===== src/design/triplanar_blend_weights_assert.svh =====
// Assertion macros for the triplanar blend weights block.
// They rely on signals named clock and reset in the module that uses them.
`ifndef TRIPLANAR_BLEND_WEIGHTS_ASSERT_SVH
`define TRIPLANAR_BLEND_WEIGHTS_ASSERT_SVH

// Consequent holds in the same cycle.
`define TRBW_ASSERT_NOW(lbl, ante, cons, msg) \
lbl: assert property (@(posedge clock) disable iff (reset) (ante) |-> (cons)) else $error(msg);

// Consequent holds in the next cycle.
`define TRBW_ASSERT_NEXT(lbl, ante, cons, msg) \
lbl: assert property (@(posedge clock) disable iff (reset) (ante) |=> (cons)) else $error(msg);

`endif


===== src/design/trbw_pkg.sv =====
`default_nettype none
package trbw_pkg;

   localparam int LOG_STEPS  = 16;
   localparam int EXP_STEPS  = 16;
   localparam int DIV_BITS   = 17;
   localparam int LOG_LAT    = LOG_STEPS + 1;
   localparam int EXP_LAT    = EXP_STEPS + 3;
   localparam int DIV_LAT    = DIV_BITS + 1;
   localparam int PIPE_DEPTH = 1 + LOG_LAT + 1 + EXP_LAT + 1 + DIV_LAT;
   localparam int E_STAGES   = 4;

   localparam int ADDR_W = 3;
   localparam logic REG_TW   = 1'b0;
   localparam logic REG_SKIP = 1'b1;
   localparam logic [15:0] TW_RESET   = 16'd0;
   localparam logic [15:0] SKIP_RESET = 16'd33;

   typedef struct packed {
      logic [1:0] sel;
      logic [2:0] zero;
   } side_type;

   typedef struct packed {
      logic [2:0][15:0] weight;
      logic [2:0]       skip;
      logic             degenerate;
   } result_type;

   function automatic logic [16:0] magnitude(input logic [15:0] n);
      logic [16:0] ext;
      ext = {n[15], n};
      return n[15] ? (~ext + 17'd1) : ext;
   endfunction

   function automatic logic [63:0] isqrt64(input logic [63:0] v);
      logic [63:0] res;
      logic [63:0] rem;
      logic [63:0] bit_v;
      res   = 64'd0;
      rem   = v;
      bit_v = 64'h4000_0000_0000_0000;
      for (int i = 0; i < 32; i++) begin
         if (bit_v > v) bit_v = bit_v >> 2;
      end
      for (int i = 0; i < 32; i++) begin
         if (bit_v != 64'd0) begin
            if (rem >= res + bit_v) begin
               rem = rem - res - bit_v;
               res = (res >> 1) + bit_v;
            end else begin
               res = res >> 1;
            end
            bit_v = bit_v >> 2;
         end
      end
      return res;
   endfunction

   // 2^(-2^-k) in Q0.30
   function automatic logic [29:0] exp_root(input int k);
      logic [63:0] c;
      c = isqrt64(64'd1 << 59);
      for (int j = 2; j <= 16; j++) begin
         if (j <= k) c = isqrt64(c << 30);
      end
      return c[29:0];
   endfunction

endpackage
`default_nettype wire


===== src/design/trbw_div_lane.sv =====
`default_nettype none
module trbw_div_lane (
   input  wire logic        clock,
   input  wire logic        en,
   input  wire logic [30:0] v,
   input  wire logic [31:0] s,
   output logic      [16:0] quo
);
   localparam int N = trbw_pkg::DIV_BITS;

   logic [47:0] rem_ff [0:N];
   logic [31:0] s_ff   [0:N];
   logic [16:0] quo_ff [0:N];

   always_ff @(posedge clock) begin
      if (en) begin
         rem_ff[0] <= {1'b0, v, 16'd0} + {17'd0, s[31:1]};
         s_ff[0]   <= s;
         quo_ff[0] <= 17'd0;
      end
   end

   for (genvar j = 1; j <= N; j++) begin : g_bit
      logic [47:0] dv;
      logic        ge;
      assign dv = {16'd0, s_ff[j-1]} << (N - j);
      assign ge = rem_ff[j-1] >= dv;
      always_ff @(posedge clock) begin
         if (en) begin
            rem_ff[j] <= ge ? (rem_ff[j-1] - dv) : rem_ff[j-1];
            s_ff[j]   <= s_ff[j-1];
            quo_ff[j] <= {quo_ff[j-1][15:0], ge};
         end
      end
   end

   assign quo = quo_ff[N];
endmodule
`default_nettype wire


===== config.mk =====
export PLATFORM = sky130hd
export DESIGN_NAME = trbw_div_lane
export DESIGN_NICKNAME = d
export VERILOG_FILES = /design/src/design/triplanar_blend_weights_assert.svh /design/src/design/trbw_pkg.sv /design/src/design/trbw_div_lane.sv
export SDC_FILE = /design/constraint.sdc
export NUM_CORES = 2
export LEC_CHECK = 0
export CORE_MARGIN = 8
export CORE_UTILIZATION = 59
export DETAILED_ROUTE_END_ITERATION = 8
export DONT_BUFFER_PORTS = 1
export GPL_TIMING_DRIVEN = 0
export PLACE_DENSITY_LB_ADDON = 0.15
export SYNTH_ARGS = -nofsm -noshare
export SYNTH_HDL_FRONTEND = slang
export SYNTH_SLANG_ARGS = --single-unit

===== constraint.sdc =====
create_clock -name clock -period 3.57 [get_ports clock]
set_input_delay 0.714 -clock clock [delete_from_list [all_inputs] [get_ports clock]]
set_output_delay 0.714 -clock clock [all_outputs]
set_load 0.02 [all_outputs]

Yosys cells after proc, flatten, opt, wreduce, memory -nomap -nowiden:

Memories as Yosys holds them, arrays and structs flattened.
Cells that the tools add are included.

* muxes and demuxes: 19
* order comparisons: 17
* $add $sub $neg: 18

Operator list (number)
* $mux 48: 17
* $add 47x31->48: 1
* $ge 48x32->1: 1
* $ge 48x33->1: 1
* $ge 48x34->1: 1
* $ge 48x35->1: 1
* $ge 48x36->1: 1
* $ge 48x37->1: 1
* $ge 48x38->1: 1
* $ge 48x39->1: 1
* $ge 48x40->1: 1
* $ge 48x41->1: 1
* $ge 48x42->1: 1
* $ge 48x43->1: 1
* $ge 48x44->1: 1
* $ge 48x45->1: 1
* $ge 48x46->1: 1
* $ge 48x47->1: 1
* $ge 48x48->1: 1
* $sub 48x32->48: 1
* $sub 48x33->48: 1
* $sub 48x34->48: 1
* $sub 48x35->48: 1
* $sub 48x36->48: 1
* other kinds (13): 14

* output and inout port bits: 17
* logic and storage cells: 57
* memories kept: 3
* RAM bits: 1746
* register bits after elaboration: 0

Memory list
* rem_ff: words 18, bits a word 48, read ports 17, clocked after memory_dff 0, wr ports 18, RTL line trbw_div_lane.sv:11 `logic [47:0] rem_ff [0:N];`
* s_ff: words 18, bits a word 32, read ports 17, clocked after memory_dff 0, wr ports 18, RTL line trbw_div_lane.sv:12 `logic [31:0] s_ff [0:N];`
* quo_ff: words 18, bits a word 17, read ports 18, clocked after memory_dff 0, wr ports 18, RTL line trbw_div_lane.sv:13 `logic [16:0] quo_ff [0:N];`

Longest topological paths before layout:

An unclocked memory read counts as a cell.

* depth after elaboration: 3
* mapped depth: 17
* mapped depth without buffers: 16

Least setup slack after synthesis:

No wires, ideal clock.

* path type: flip-flop to flip-flop
* start: memory rem_ff[2][14]
* end: memory rem_ff[3][46] (data pin)
* path buffers: 0
* cell stages (with the launch flop): 15
* arrival: 3.307 ns
* data required time: 3.310 ns
* setup time: 0.260 ns
* path slack: 0.003 ns
* path through: edfxtp_1 inv_1 ha_1 inv_1 fa_1 a21o_1 a221o_1 a221oi_2 o22a_1 a31oi_1 a21oi_2 o221ai_1 a31o_1 a21oi_1 mux2_2

RTL lines (RTL line)
* start: declaration: trbw_div_lane.sv:11

==> key figures <==
Routing
  • TritonRoute pass-1 iters: 5
  • Via-per-instance ratio: around 6
  • Per-cell routed wire length: roughly 22 µm
  • Routed wire length: roughly 210 mm
  • DRC Markers: 0
  • Initial DRC Count: approximately 3,400
  • Final ANT Viol Nets: 0
  • Via count: just under 60,000

Worst setup path
  • Critical Path Max Stage Delay: approximately 0.42 ns
  • WS Path Type: register to register
  • Crit path max-delay cell type: edfxtp_1
  • Reg2Reg Launch Point: rem_ff[2][14]
  • Crit Path Max Fanout: 3
  • FF-to-FF End: rem_ff[3][46]
  • R2r worst-path depth: 14
  • Critical path capture point type: register
  • Crit path required time: just over 4 ns
  • Data arrival time of the worst path: approximately 4.5 ns
  • Cell chain of the critical path: inv_2 > ha_4 > inv_2 > fa_2 > a21o_1 > a221o_2 > a221oi_4 > o22a_1 > a31oi_4 > a21oi_4 > o221ai_2 > a31o_1 > a21oi_1 > mux2_4
  • Critical path launch point: rem_ff[2][14]
  • CP dominant cell by count: inv_2
  • Crit path buf inv count: 2
  • Critical path startpoint category: register
  • Kind of cell adding the most delay to the critical path: compound AO/OA/AOI/OAI gates
  • Worst R2R Setup Slack: -0.43 ns

Timing
  • Rel. slew slack: 0.209
  • Final min period: 4.00 ns
  • Slew @ Worst Pin: 1.19 ns
  • Final Hold Vio Count: 0
  • Final setup vio count: around 110
  • Final Cycle Share: 1.12
  • Final Worst Setup Slack: -0.427 ns
  • Highest clock rate: between 200 and 300 MHz
  • Unrepaired setup endpoints after global routing: yes
  • Slew Limit Fails: 0
  • Setup Skew: between 0.02 and 0.025 ns

GRT
  • Largest net degree at the start of global routing: around 1,400
  • First-pass GRT wire length: between 300 and 400 mm
  • All-Layer GR Usage: 0.276
  • Overflow after GRT: 0
  • Vias in the first global route: between 60,000 and 70,000
  • Antenna violations before repair: 3

Clock tree
  • Max Buffers Root-to-Sink: 3
  • Worst skew pair latency: 0.80 ns
  • Clk root buf: clkbuf_16
  • H-Tree Depth: 4
  • CTS tree: done
  • Cts bufs inserted: 151
  • CTS sink cnt: 1,361
  • Worst-path clk slew: roughly 0.06 ns

Die
  • IO Pins: 82
  • Core area: approximately 130,000 µm²
  • Die area: approximately 150,000 µm²
  • Starting Density: 0.595
  • Die Ht: 383 µm
  • Row count: around 130
  • Die Wd: 383 µm

Hold path
  • Worst hold start: en
  • Worst hold path type: input port to register
  • Min-Delay Path Depth: 0
  • Hold Path End: quo_ff[6][5]

Logic synthesis
  • Post-synth EDFFs: around 1,400
  • Gate Count Post-Synth: around 7,400
  • Post-Syn Area: ~80,000 µm²
  • Dominant cell type by area after synthesis: edfxtp_1
  • Count leader, synth: edfxtp_1
  • Post-Syn Nets: 8,026
  • Post-Syn Area per Cell: approximately 11 µm²
  • Synth warnings: 0
  • Post-synth top area share: 0.514
  • Asr flop ratio synth: 0
  • Seq/Total Area, Yosys: 0.514
  • Ys flop type: edfxtp_1
  • Netlist cell types: 106
  • Top cells by count, synth: 1,361 x edfxtp_1, 696 x inv_1, 608 x nand2_1, 599 x a21oi_1, 559 x ha_1
  • Post-synthesis register bit count: ~1,400
  • Top cells by area, synth: edfxtp_1 51%, ha_1 8.8%, a21oi_1 3.8%

Place
  • Port Buffers: 0
  • Detailed placement HPWL: between 150 and 200 mm
  • RD Place Congestion: 0.978
  • Placed cell area: ~80,000 µm²

Pwr
  • Leakage: ~38 nW
  • Max VDD drop: 0.000551 V
  • Power density over the cells: 820 nW/µm²

Run status
  • Failing checks: negative setup slack
  • Outcome: finished, violations left

Finish
  • Layout cells sized above 1: 0.176
  • NumNets Final: roughly 8,500
  • Post-layout util: 0.709
  • Finished Cell Area: around 95,000 µm²
  • Synthesis-to-finish area growth: 19.2%

Run
  • Max-Cap Viols: 0
-- per-layer routing --
layer,part of all wire,routed length (µm),vias up,track usage
met2,0.57,119000,1603,0.568
met3,0.029,6140,840,0.0333
met4,0.098,20600,0,0.234
met1,0.31,64500,27800,0.223
met5,0,0,-,0
li1,-,-,28000,-
-- power by group --
group / switching [W] / leakage (nW) / internal, W
registers: 0.00258 / 13.2 / 0.0233
clock network: 0.00638 / 2.40 / 0.00914
logic: 0.0205 / 22.5 / 0.0158
total: 0.0295 / 38.1 / 0.0483
-- flip-flops by register name, summed over array words and instances (netlist names) --
signal  count
rem_ff    774
s_ff      434
quo_ff    153
-- through the flow --
step,hold WS (ns),power (W),setup TNS [ns],cells,setup WS (ns)
after floorplan,0.400,0.0480,0,7385,0.00331
after global placement,0.400,0.0550,-680.13,9153,-2.10
after detailed placement,0.405,0.0557,-688.86,9153,-2.01
after CTS,0.0655,0.0747,-17.41,9640,-0.326
after global routing,0.000927,0.0821,-29.59,9742,-0.501
final,0.0401,0.0777,-16.13,9742,-0.427
-- worst max path at each step --
stage                          endpoint  slack (ns)  cells after the start
after CTS                 rem_ff[3][46]       -0.33                     16
after global routing      rem_ff[3][14]       -0.50                     16
final                     rem_ff[3][46]       -0.43                     14
after global placement    rem_ff[9][28]       -2.10                     16
after floorplan           rem_ff[3][46]       0.003                     14
after detailed placement  rem_ff[9][28]       -2.01                     16
-- layout by cell type (no fill, tap or decap), types with 251 or more instances in the layout --
cell      Yosys  routed
edfxtp_1   1361    1361
inv_1       696     662
nand2_1     608     552
a21oi_1     599     521
ha_1        559     494
o21ai_0     529     389
nor2_1      415     374
a21o_1      375     374
xnor2_1     326     324
xor2_1      260     259
buf_4         0     251
-- cell families (layout without fill, tap and decap cells) --
family | after synthesis | count (layout) | share of synthesized area
compound gates | 2050 | 2050 | 0.162
simple gates | 1826 | 1826 | 0.112
flops | 1361 | 1361 | 0.514
buf+inv | 905 | 1492 | 0.0436
xor+xnor | 586 | 586 | 0.0646
fa+ha+maj | 576 | 576 | 0.0923
mux | 81 | 81 | 0.0113
other cells | 0 | 2 | 0
-- repair_timing --
| action | CTS | global route |
|---|---|---|
| hold buffers | 32 | 0 |
| resized for setup | 843 | 465 |
| gates cloned | 17 | 2 |
| pin swaps | 215 | 245 |
| buffers inserted | 174 | 126 |
| endpoints found under the hold margin | 32 | 0 |
| endpoints found under the setup margin | 642 | 544 |
-- layout make-up --
class,instances,area [µm²]
timing repair buffer,347,3470
buffer,171,1290
antenna,2,5.00
sequential,1361,40900
multi-input combinational,5119,39300
fill,9174,38900
tap,1768,2210
clock inverter,97,935
clock buffer,180,3990
inverter,697,2640
No activity file was read; power rests on OpenSTA's default activity.
